===== src/hdl/bcc_pkg.sv =====
package bcc_pkg;

	// class alphabet and bigram store geometry
	localparam int NCLASS      = 62;
	localparam int CLASS_W     = 6;
	localparam int RAM_ADDR_W  = 2 * CLASS_W;
	localparam int RAM_DEPTH   = 1 << RAM_ADDR_W;
	localparam int ENTRY_W     = 16;
	localparam int BONUS_W     = 15;
	localparam int CONF_W      = 11;
	localparam int SCORE_W     = ENTRY_W + 2;
	localparam int PADDR_W     = 4;
	localparam int PDATA_W     = 32;

	localparam logic [CLASS_W-1:0] LAST_CLASS = CLASS_W'(NCLASS - 1);
	localparam logic [7:0]         CHAR_QMARK = 8'h3F;

	// register indexes on the config port
	localparam logic [1:0] REG_HIGH  = 2'd0;
	localparam logic [1:0] REG_MID   = 2'd1;
	localparam logic [1:0] REG_BONUS = 2'd2;

	localparam logic [CONF_W-1:0]  HIGH_RST  = CONF_W'(921);
	localparam logic [CONF_W-1:0]  MID_RST   = CONF_W'(512);
	localparam logic [BONUS_W-1:0] BONUS_RST = BONUS_W'(500);

	typedef enum logic [1:0] {
		CMD_CORRECT = 2'd0,
		CMD_PUSH    = 2'd1,
		CMD_CLEAR   = 2'd2,
		CMD_LOAD    = 2'd3
	} cmd_t;

	typedef enum logic [1:0] {
		ST_PASS    = 2'd0,
		ST_RESCORE = 2'd1,
		ST_INVALID = 2'd2,
		ST_ACK     = 2'd3
	} status_t;

	typedef enum logic [2:0] {
		S_CLEAR,
		S_IDLE,
		S_SCAN,
		S_FINISH,
		S_DONE
	} state_t;

	typedef struct packed {
		logic [CONF_W-1:0]  high_thr;
		logic [CONF_W-1:0]  mid_thr;
		logic [BONUS_W-1:0] bonus;
	} cfg_t;

	typedef struct packed {
		logic [1:0]          cmd;
		logic [CLASS_W-1:0]  class_guess;
		logic [CONF_W-1:0]   confidence;
		logic [7:0]          char_in;
		logic [CLASS_W-1:0]  row;
		logic [CLASS_W-1:0]  column;
		logic [ENTRY_W-1:0]  entry;
	} item_t;

	typedef struct packed {
		logic clearing;
		logic scanning;
	} eng_stat_t;

	// ASCII code of a class index
	function automatic logic [7:0] class_char(input logic [CLASS_W-1:0] c);
		logic [7:0] c8;
		c8 = {2'b00, c};
		if (c < CLASS_W'(10))
			class_char = 8'h30 + c8;
		else if (c < CLASS_W'(36))
			class_char = 8'h41 + c8 - 8'd10;
		else
			class_char = 8'h61 + c8 - 8'd36;
	endfunction

	// class of an alphanumeric ASCII code; ok is low for anything else
	function automatic logic [CLASS_W:0] class_of(input logic [7:0] ch);
		logic [7:0] k;
		logic       ok;
		ok = 1'b1;
		k  = 8'd0;
		if (ch >= 8'h30 && ch <= 8'h39)
			k = ch - 8'h30;
		else if (ch >= 8'h41 && ch <= 8'h5A)
			k = ch - 8'h41 + 8'd10;
		else if (ch >= 8'h61 && ch <= 8'h7A)
			k = ch - 8'h61 + 8'd36;
		else
			ok = 1'b0;
		class_of = {ok, k[CLASS_W-1:0]};
	endfunction

endpackage


===== src/hdl/bcc_regs.sv =====
module bcc_regs (
	input  logic                          clk,
	input  logic                          arst_n,
	input  logic                          psel,
	input  logic                          penable,
	input  logic                          pwrite,
	input  logic [bcc_pkg::PADDR_W-1:0]   paddr,
	input  logic [bcc_pkg::PDATA_W-1:0]   pwdata,
	output logic [bcc_pkg::PDATA_W-1:0]   prdata,
	output logic                          pready,
	output bcc_pkg::cfg_t                 cfg
);
	import bcc_pkg::*;

	cfg_t       cfg_q;
	logic       wr_en;
	logic [1:0] reg_idx;

	assign pready  = 1'b1;
	assign wr_en   = psel & penable & pwrite;
	assign reg_idx = paddr[3:2];
	assign cfg     = cfg_q;

	// register writes
	always_ff @(posedge clk or negedge arst_n) begin
		if (!arst_n) begin
			cfg_q.high_thr <= HIGH_RST;
			cfg_q.mid_thr  <= MID_RST;
			cfg_q.bonus    <= BONUS_RST;
		end else if (wr_en) begin
			case (reg_idx)
				REG_HIGH:  cfg_q.high_thr <= pwdata[CONF_W-1:0];
				REG_MID:   cfg_q.mid_thr  <= pwdata[CONF_W-1:0];
				REG_BONUS: cfg_q.bonus    <= pwdata[BONUS_W-1:0];
				default:   ;
			endcase
		end
	end

	// read mux
	always_comb begin
		case (reg_idx)
			REG_HIGH:  prdata = PDATA_W'(cfg_q.high_thr);
			REG_MID:   prdata = PDATA_W'(cfg_q.mid_thr);
			REG_BONUS: prdata = PDATA_W'(cfg_q.bonus);
			default:   prdata = '0;
		endcase
	end

endmodule


===== config.mk =====
export PLATFORM = sky130hd
export DESIGN_NAME = bcc_regs
export DESIGN_NICKNAME = d
export VERILOG_FILES = /design/src/hdl/bcc_pkg.sv /design/src/hdl/bcc_regs.sv
export SDC_FILE = /design/constraint.sdc
export NUM_CORES = 1
export LEC_CHECK = 0
export BUFFER_PORTS_ARGS = -buffer_cell sky130_fd_sc_hd__buf_2
export CORE_MARGIN = 5
export CORE_UTILIZATION = 43
export CTS_CLUSTER_DIAMETER = 40
export DETAILED_ROUTE_END_ITERATION = 10
export PLACE_DENSITY = 0.9
export SLEW_MARGIN = 10
export SYNTH_ARGS = -nofsm -noshare
export SYNTH_HDL_FRONTEND = slang
export SYNTH_SLANG_ARGS = --single-unit
export TNS_END_PERCENT = 10

===== constraint.sdc =====
create_clock -name clk -period 1 [get_ports clk]
set_clock_uncertainty 0.05 [all_clocks]
set_input_delay 0.05 -clock clk [delete_from_list [all_inputs] [get_ports clk]]
set_output_delay 0.05 -clock clk [all_outputs]
set_load 0.05 [all_outputs]

Yosys cells after proc, flatten, opt, wreduce, memory -nomap -nowiden

Cells that the tools add are included.

Word-level logic and storage cells: 12
Bits in registers: 37
Input port bits: 41
Output and inout bits: 70

Mux-type cells: 1
Reductions and logical operators: 4
Bitwise logic cells: 2
Eq/ne operators: 2

Operator list:

| cell                                                                  | count |
|---|---|
| 15-bit case mux with 3 select lines                                   | 1 |
| 2-bit AND reduction                                                   | 3 |
| 1-bit bitwise AND                                                     | 2 |
| 2-bit by 1-bit equality test with 1-bit output, second input constant | 1 |
| 2-bit equality test, second input constant                            | 1 |
| 2-bit logical NOT                                                     | 1 |

Depth between registers and ports, before layout

Gate-level depths: netlist of run 1.

Word-level depth: 3
Mapped depth: 5
Mapped depth without buffers: 3

Worst setup path after synthesis of run 1

No wires, ideal clock.

Kind: register -> output
From: register cfg_q (netlist bit cfg[2])
To: output prdata[2] (netlist bit)
Slack: -0.998 ns
Data arrival time: 1.898 ns
Cell stages (with the launch flop): 3
Buffers on the path: 0
Required time: 0.900 ns
Cell sequence: dfstp_2 > mux2i_1 > o21ai_0

Word-level cells in the longest chain between the ends: 1

RTL lines:

| item                                | RTL line       | RTL |
|---|---|---|
| start: declaration                  | bcc_regs.sv:15 | `cfg_t cfg_q;` |
| 15-bit case mux with 3 select lines | bcc_regs.sv:42 | `case (reg_idx)` |
| end: declaration                    | bcc_regs.sv:9  | `output logic [bcc_pkg::PDATA_W-1:0] prdata,` |

No other way between the ends.

Worst setup path after layout of run 1

From: register cfg_q (netlist bit cfg[29])
To: output prdata[3] (netlist bit)

Same word-level chain as after synthesis.

==> reports/metrics.yaml, run 1 <==
outcome:
  outcome: "finished with violations"
  failed_checks: "negative setup slack"
final_layout:
  largest_register_ffs: 37
  area.growth.synth_to_final_pct: 80.8
  filler_cell_count: 247
  layout.core_utilization_pct: 78.6
  layout-drive-gt1-share_pct: 71.4
  stdcell_count: 328
  num_antenna_cells: 0
  finish.net_count: 316
  finalInstanceArea_um2: 3380
floorplan:
  start_util_pct: 43.5
  core.rowCount: 24
  dieWidth_um: 75.9
  dieArea_um2: 5760
  floorplan.core_area_um2: 4290
  pin_count: 111
  die_height_um: 75.9
critical_path:
  max_stage_delay_on_crit_path_ns: 0.56
  ff2ff_path_depth: 3
  setup.reg_to_reg.worst_slack_ns: -0.01
  cp.buffers_inverters: 1
  worst-setup-path-type: "register to primary output"
  end_kind: "primary output"
  crit-reg2reg-capture: "cfg[30]"
  worst_path_max_delay_cell: "dfstp_2"
  timing.critical_path.cells: "mux2i_2 > o21ai_4 > buf_6"
  critical_path_fanouts_max: 2
  setup.worst_path.start_class: "register"
  worstPathRequired_ns: 0.90
  source_of_the_worst_register_to_register_timing_path: "cfg[30]"
  crit_arrival_ns: 1.26
  crit_family: "flip-flops"
clocking:
  clk_pin_slew_worst_paths_ns: 0.08
  tritoncts: "built"
  ctsRootBufferMaster: "clkbuf_8"
  clock_insertion_delay_worst_skew_ns: 0.29
  h-tree-depth: 2
  bufs_on_longest_clock_path: 2
  numClockSinks: 37
  cts_inserted_buffers: 5
run:
  timing.max_cap.violations: 0
synthesis:
  synth_top_area_share_pct: 32.2
  ys_top_cells_by_count: "mux2_2, dfrtp_1, buf_4"
  ys_seq_area_share_pct: 50.5
  synth.avg_cell_area_um2: 13.0
  netlist_area_um2: 1870
  post_synth_main_area_contributors: "dfrtp_1, dfstp_2, mux2_2, mux2_4, buf_4"
  ys_seq_elements: 37
  synth.distinct_cells: 19
  synth-async-reset-ratio_pct: 100
  synth_top_area_cell: "dfrtp_1"
  postSynthCellCount: 144
  synth_enable_flop_cells: 0
  synth_most_common_cell: "mux2_2"
  synth-main-ff-cell: "dfrtp_1"
  yosysWarnings: 0
grt:
  gr-total-overflow: 0
  vias_in_the_first_global_route: 1662
  groute.usage.overall_pct: 20.1
  first_pass_grt_wire_length_um: 8340
  grt_antenna_before_repair: 0
  grt_max_degree: 38
detailed_routing:
  drtIter0Drc: 50
  topRoutingLayerUsed: "met4"
  routed-via-count: 1570
  finalWirelength_um: 5820
  sum_of_met3_wire_segment_lengths_after_detailed_routing_um: 399
  dr_wl_met2_um: 3290
  via_count_normalized_by_instance_count: 4.79
  detail_route.drc_violations: 0
  first_pass_iters: 4
  route.antenna.remaining_nets: 0
  detail_route.wl_per_cell_um: 17.8
  drt-met1-wl_um: 2040
sta:
  worst_slack_ns: -0.362
  timing.fmax_mhz: 734
  rsz0062_at_grt: "true"
  timing.final.crit_period_ns: 1.36
  final.period_utilization_pct: 136
  timing_hold_violations_final: 0
  total_count_of_max_transition_violations_in_the_final_report: 0
  report.final.setup_viol: 43
  tns_ns: -7.56
pwr:
  power_report.internal_total_w: 0.00466
  seqPwrFrac_pct: 28.0
  comb_power_share_pct: 55.5
  worst_vdd_drop_uv: 1200
  total_leakage_power_nw: 1.61
  switchingPower_w: 0.00345
  power.switching_fraction_pct: 42.5
  post-layout-total-power_w: 0.00811
  power.share.clock_pct: 16.5
  power_density_nw_per_um2: 2400
hold_path:
  timing.hold.worst.class: "primary input to async pin"
place:
  dpl-instance-area_um2: 2660
  dp.cells: 301
  replace_congestion: 0.781
  placement.io_buffers: 73
  dp_hpwl_um: 3690
[cells by family after synthesis]
logic type,synth area share (%)
AO/OA/AOI/OAI,2.95
AND/OR/NAND/NOR,5.96
buffers and inverters,9.99
flip-flops,50.5
multiplexers,30.2
other,0.402
[layout make-up]
class	count	area (um2)	share of cell area [%]
clock buffers	7	86.3	2.56
clock inverters	1	30.0	0.890
multi-input cells	98	968	28.7
flip-flops and latches	37	942	27.9
well taps	52	65.1	1.93
repair buffers	133	1280	38.0
[tightest hold or removal path, delay by kind of cell]
| family | cells | cell delay [ns] |
|---|---|---|
| buf+inv | 3 | 0.87 |
[power groups by stage]
stage / Combinational (W) / Sequential (W) / Clock (W)
after global routing: 0.00468 / 0.00230 / 0.00143
after global placement: 0.00349 / 0.00217 / 0
after floorplan: 0.00129 / 0.00347 / 0
after CTS: 0.00435 / 0.00221 / 0.00137
after detailed placement: 0.00354 / 0.00219 / 0
final: 0.00450 / 0.00227 / 0.00134
[per-layer routing]
metal  up-vias  global-route usage (%)
li1        720                       -
met1       774                    20.7
met2        64                    37.8
met3        12                    6.20
met4         0                    7.57
met5         -                       0
[placed cells by master (no fill, tap or decap)]
| cell type | synthesis | final |
|---|---|---|
| mux2i_1 | 11 | 1 |
| clkbuf_1 | 2 | 1 |
| conb_1 | 2 | 18 |
| mux2i_2 | 0 | 10 |
| nor3_2 | 0 | 1 |
| nand3_1 | 1 | 1 |
| bufinv_16 | 0 | 1 |
| buf_2 | 2 | 22 |
| and2_1 | 4 | 4 |
| or3b_1 | 1 | 1 |
| clkbuf_8 | 0 | 6 |
| dlygate4sd3_1 | 0 | 16 |
| nor3b_2 | 1 | 1 |
| dfrtp_1 | 24 | 24 |
| mux2_2 | 27 | 26 |
| mux2_4 | 10 | 11 |
| buf_12 | 0 | 3 |
| nor2b_1 | 1 | 1 |
| buf_8 | 0 | 15 |
| nand2_1 | 11 | 11 |
| and2b_1 | 1 | 1 |
| buf_4 | 18 | 37 |
| o21ai_4 | 0 | 11 |
| dfstp_2 | 13 | 13 |
| buf_6 | 3 | 40 |
[worst max path at each step]
stage,startpoint,to,slack [ns],cells after the start
after CTS,cfg[7],prdata[7],-0.38,3
final,cfg[29],prdata[3],-0.36,3
after detailed placement,psel,cfg[10],-0.32,6
after floorplan,cfg[2],prdata[2],-0.29,2
after global placement,pwrite,cfg[3],-0.28,6
after global routing,cfg[29],prdata[3],-0.40,3
[what timing repair did]
item / in CTS / in global routing
setup buffers: 1 / 2
hold buffers: 16 / 0
setup endpoints to repair: 54 / 62
pin swaps: 3 / 2
endpoints found under the hold margin: 74 / 0
gates resized for setup: 113 / 16
[metrics by stage]
stage                     hold slack [ns]  setup slack, ns
after floorplan                    -0.296           -0.292
after global placement            -0.0232           -0.275
after detailed placement          -0.0205           -0.318
after CTS                           0.204           -0.384
after global routing                0.238           -0.398
final                               0.216           -0.362
(Power assumes the default switching activity.)
==> run 2: changes to the inputs <==
--- a/config.mk
+++ b/config.mk
@@ -6,8 +6,10 @@
 export NUM_CORES = 1
 export LEC_CHECK = 0
 export BUFFER_PORTS_ARGS = -buffer_cell sky130_fd_sc_hd__buf_2
+export CELL_PAD_IN_SITES_DETAIL_PLACEMENT = 1
+export CELL_PAD_IN_SITES_GLOBAL_PLACEMENT = 1
 export CORE_MARGIN = 5
-export CORE_UTILIZATION = 43
+export CORE_UTILIZATION = 32
 export CTS_CLUSTER_DIAMETER = 40
 export DETAILED_ROUTE_END_ITERATION = 10
 export PLACE_DENSITY = 0.9
==> run 2 against run 1 <==
  * The run still ends with negative setup slack left
  * Clock-buffer cell count stayed put
  * Design area up 3.6%
  * Via count shrank 0.76%
  * Wire length increased by 14%
  * Clock power fell by 13%
  * First-iteration DRC count is 48% lower
==> reports/metrics.yaml, run 2 (same netlist as run 1, synthesis figures left out) <==
critical_path:
  max_stage_delay_on_crit_path_ns: 0.55  # was 0.56 ns
  end_kind: "primary output"  # unchanged
  critical_path_fanouts_max: 2  # unchanged
  worstPathRequired_ns: 0.90  # about the same
  timing.critical_path.cells: "mux2i_2 > o21ai_4 > buf_6"  # unchanged
  setup.reg_to_reg.worst_slack_ns: -0.07  # was -0.01 ns
  worst-setup-path-type: "register to primary output"  # unchanged
  setup.worst_path.start_class: "register"  # unchanged
  worst_path_max_delay_cell: "dfstp_2"  # unchanged
  crit_arrival_ns: 1.25  # was 1.26 ns
  crit_family: "flip-flops"  # unchanged
  cp.buffers_inverters: 1  # unchanged
clocking:
  numClockSinks: 37  # unchanged
  clk_pin_slew_worst_paths_ns: 0.08  # about the same
  tritoncts: "built"  # unchanged
  cts_inserted_buffers: 5  # unchanged
  h-tree-depth: 2  # unchanged
  ctsRootBufferMaster: "clkbuf_8"  # unchanged
  clock_insertion_delay_worst_skew_ns: 0.29  # about the same
  bufs_on_longest_clock_path: 2  # unchanged
final_layout:
  multi_input_area_um2: 1020  # was 968 um2
  num_antenna_cells: 0  # unchanged
  finish.net_count: 316  # unchanged
  area.growth.synth_to_final_pct: 87.4  # was 80.8%
  largest_register_ffs: 37  # unchanged
  sequential_cell_area_um2: 942  # unchanged
  most-common-layout-cells: "buf_6, mux2_2, buf_4"  # was buf_6, buf_4, mux2_2
  layout.core_utilization_pct: 62.8  # was 78.6%
  most_common_cell_after_layout_fill_and_taps_aside: "buf_6"  # unchanged
  stdcell_count: 348  # was 328
  filler_cell_count: 562  # was 247
  layout-drive-gt1-share_pct: 74.3  # was 71.4%
grt:
  grt_max_degree: 38  # unchanged
  grt_antenna_before_repair: 0  # unchanged
  gr-total-overflow: 0  # unchanged
  groute.usage.overall_pct: 17.2  # was 20.1%
  first_pass_grt_wire_length_um: 9670  # was 8340 um
  vias_in_the_first_global_route: 1809  # was 1662
pwr:
  power_report.internal_total_w: 0.00458  # was 0.00466 W
  total_leakage_power_nw: 1.63  # was 1.61 nW
  power_density_nw_per_um2: 2320  # was 2400 nW/um2
  post-layout-total-power_w: 0.00811  # about the same
  worst_vdd_drop_uv: 1140  # was 1200 uV
  power.share.clock_pct: 14.3  # was 16.5%
  switchingPower_w: 0.00354  # was 0.00345 W
  power.switching_fraction_pct: 43.6  # was 42.5%
  comb_power_share_pct: 57.4  # was 55.5%
  seqPwrFrac_pct: 28.3  # was 28.0%
outcome:
  failed_checks: "negative setup slack"  # unchanged
  outcome: "finished with violations"  # unchanged
detailed_routing:
  detail_route.wl_per_cell_um: 19.1  # was 17.8 um
  finalWirelength_um: 6660  # was 5820 um
  routed-via-count: 1558  # was 1570
  route.antenna.remaining_nets: 0  # unchanged
  via_count_normalized_by_instance_count: 4.48  # was 4.79
  first_pass_iters: 4  # unchanged
  drtIter0Drc: 26  # was 50
  detail_route.drc_violations: 0  # unchanged
floorplan:
  dieArea_um2: 7460  # was 5760 um2
  die_height_um: 86.4  # was 75.9 um
  pin_count: 111  # unchanged
  start_util_pct: 33.5  # was 43.5%
  floorplan.core_area_um2: 5570  # was 4290 um2
  dieWidth_um: 86.4  # was 75.9 um
  core.rowCount: 27  # was 24
sta:
  final.period_utilization_pct: 135  # was 136%
  timing.final.crit_period_ns: 1.35  # was 1.36 ns
  timing_hold_violations_final: 0  # unchanged
  total_count_of_max_transition_violations_in_the_final_report: 0  # unchanged
  worst_slack_ns: -0.353  # was -0.362 ns
  report.final.setup_viol: 39  # was 43
  finalHoldWorstSlack_ns: 0.211  # was 0.216 ns
  rsz0062_at_grt: "true"  # unchanged
  timing.fmax_mhz: 739  # was 734 MHz
run:
  timing.max_cap.violations: 0  # unchanged
hold_path:
  timing.hold.worst.class: "primary input to async pin"  # unchanged
place:
  dp_hpwl_um: 4400  # was 3690 um
  replace_congestion: 0.754  # was 0.781
  placement.io_buffers: 73  # unchanged
  dp.cells: 317  # was 301
  dp_slack_ns: -0.345  # was -0.318 ns
-- run 2: cell types whose count changed in the layout (fill, tap and decap cells not counted), sizes merged --
cell and change:
bufinv -1, clkinv +1
-- run 2: power groups by stage --
stage / Clock, W / Sequential, W / Combinational [W]
after global placement: 0 / 0.00218 / 0.00347
after floorplan: 0 / 0.00347 / 0.00129
after detailed placement: 0 / 0.00221 / 0.00353
after global routing: 0.00129 / 0.00234 / 0.00481
after CTS: 0.00118 / 0.00225 / 0.00437
final: 0.00116 / 0.00230 / 0.00466
-- run 2: final cells by class --
cell class                      instances  share of cell area, %
Timing Repair Buffer                  133                   38.5
Multi-Input combinational cell         98                   29.1
Sequential cell                        37                   26.9
Clock buffer                            7                   2.75
Tap cell                               72                   2.58
Clock inverter                          1                  0.143
-- run 2: final timing paths --
| kind | start | to | cells after the start |
|---|---|---|---|
| setup reg to reg | cfg[10] | cfg[10] | 3 |
| hold / removal | arst_n | cfg[11] | 3 |
| max in group asynchronous | arst_n | cfg[24] | 3 |
| min in group clk | paddr[3] | cfg[15] | 4 |
| setup / recovery | cfg[5] | prdata[5] | 3 |
| hold reg to reg | cfg[12] | cfg[12] | 1 |
-- run 2: tightest hold or removal path, stage by stage --
cell           delay (ns)
dlygate4sd3_1        0.52
buf_2                0.12
buf_12               0.22
-- run 2: layer usage --
metal	part of all wire, %	GRT usage [%]
met4	1.5	5.95
met2	57	32.7
met3	4.9	3.42
met1	36	18.9
met5	0	0
-- run 2: metrics by stage --
step	setup TNS [ns]	cell area, um2
2_1_floorplan	-9.43	2060
3_3_place_gp	-11.37	2650
3_5_place_dp	-13.56	2650
4_1_cts	-7.23	3330
5_1_grt	-9.63	3500
6_report	-7.50	3500
-- run 2: repair_timing --
item | CTS | global route
pin swaps | 5 | 1
endpoints found under the hold margin | 74 | 0
hold buffers | 16 | 0
resized for setup | 123 | 34
setup buffers | 1 | 6
endpoints found under the setup margin | 75 | 80
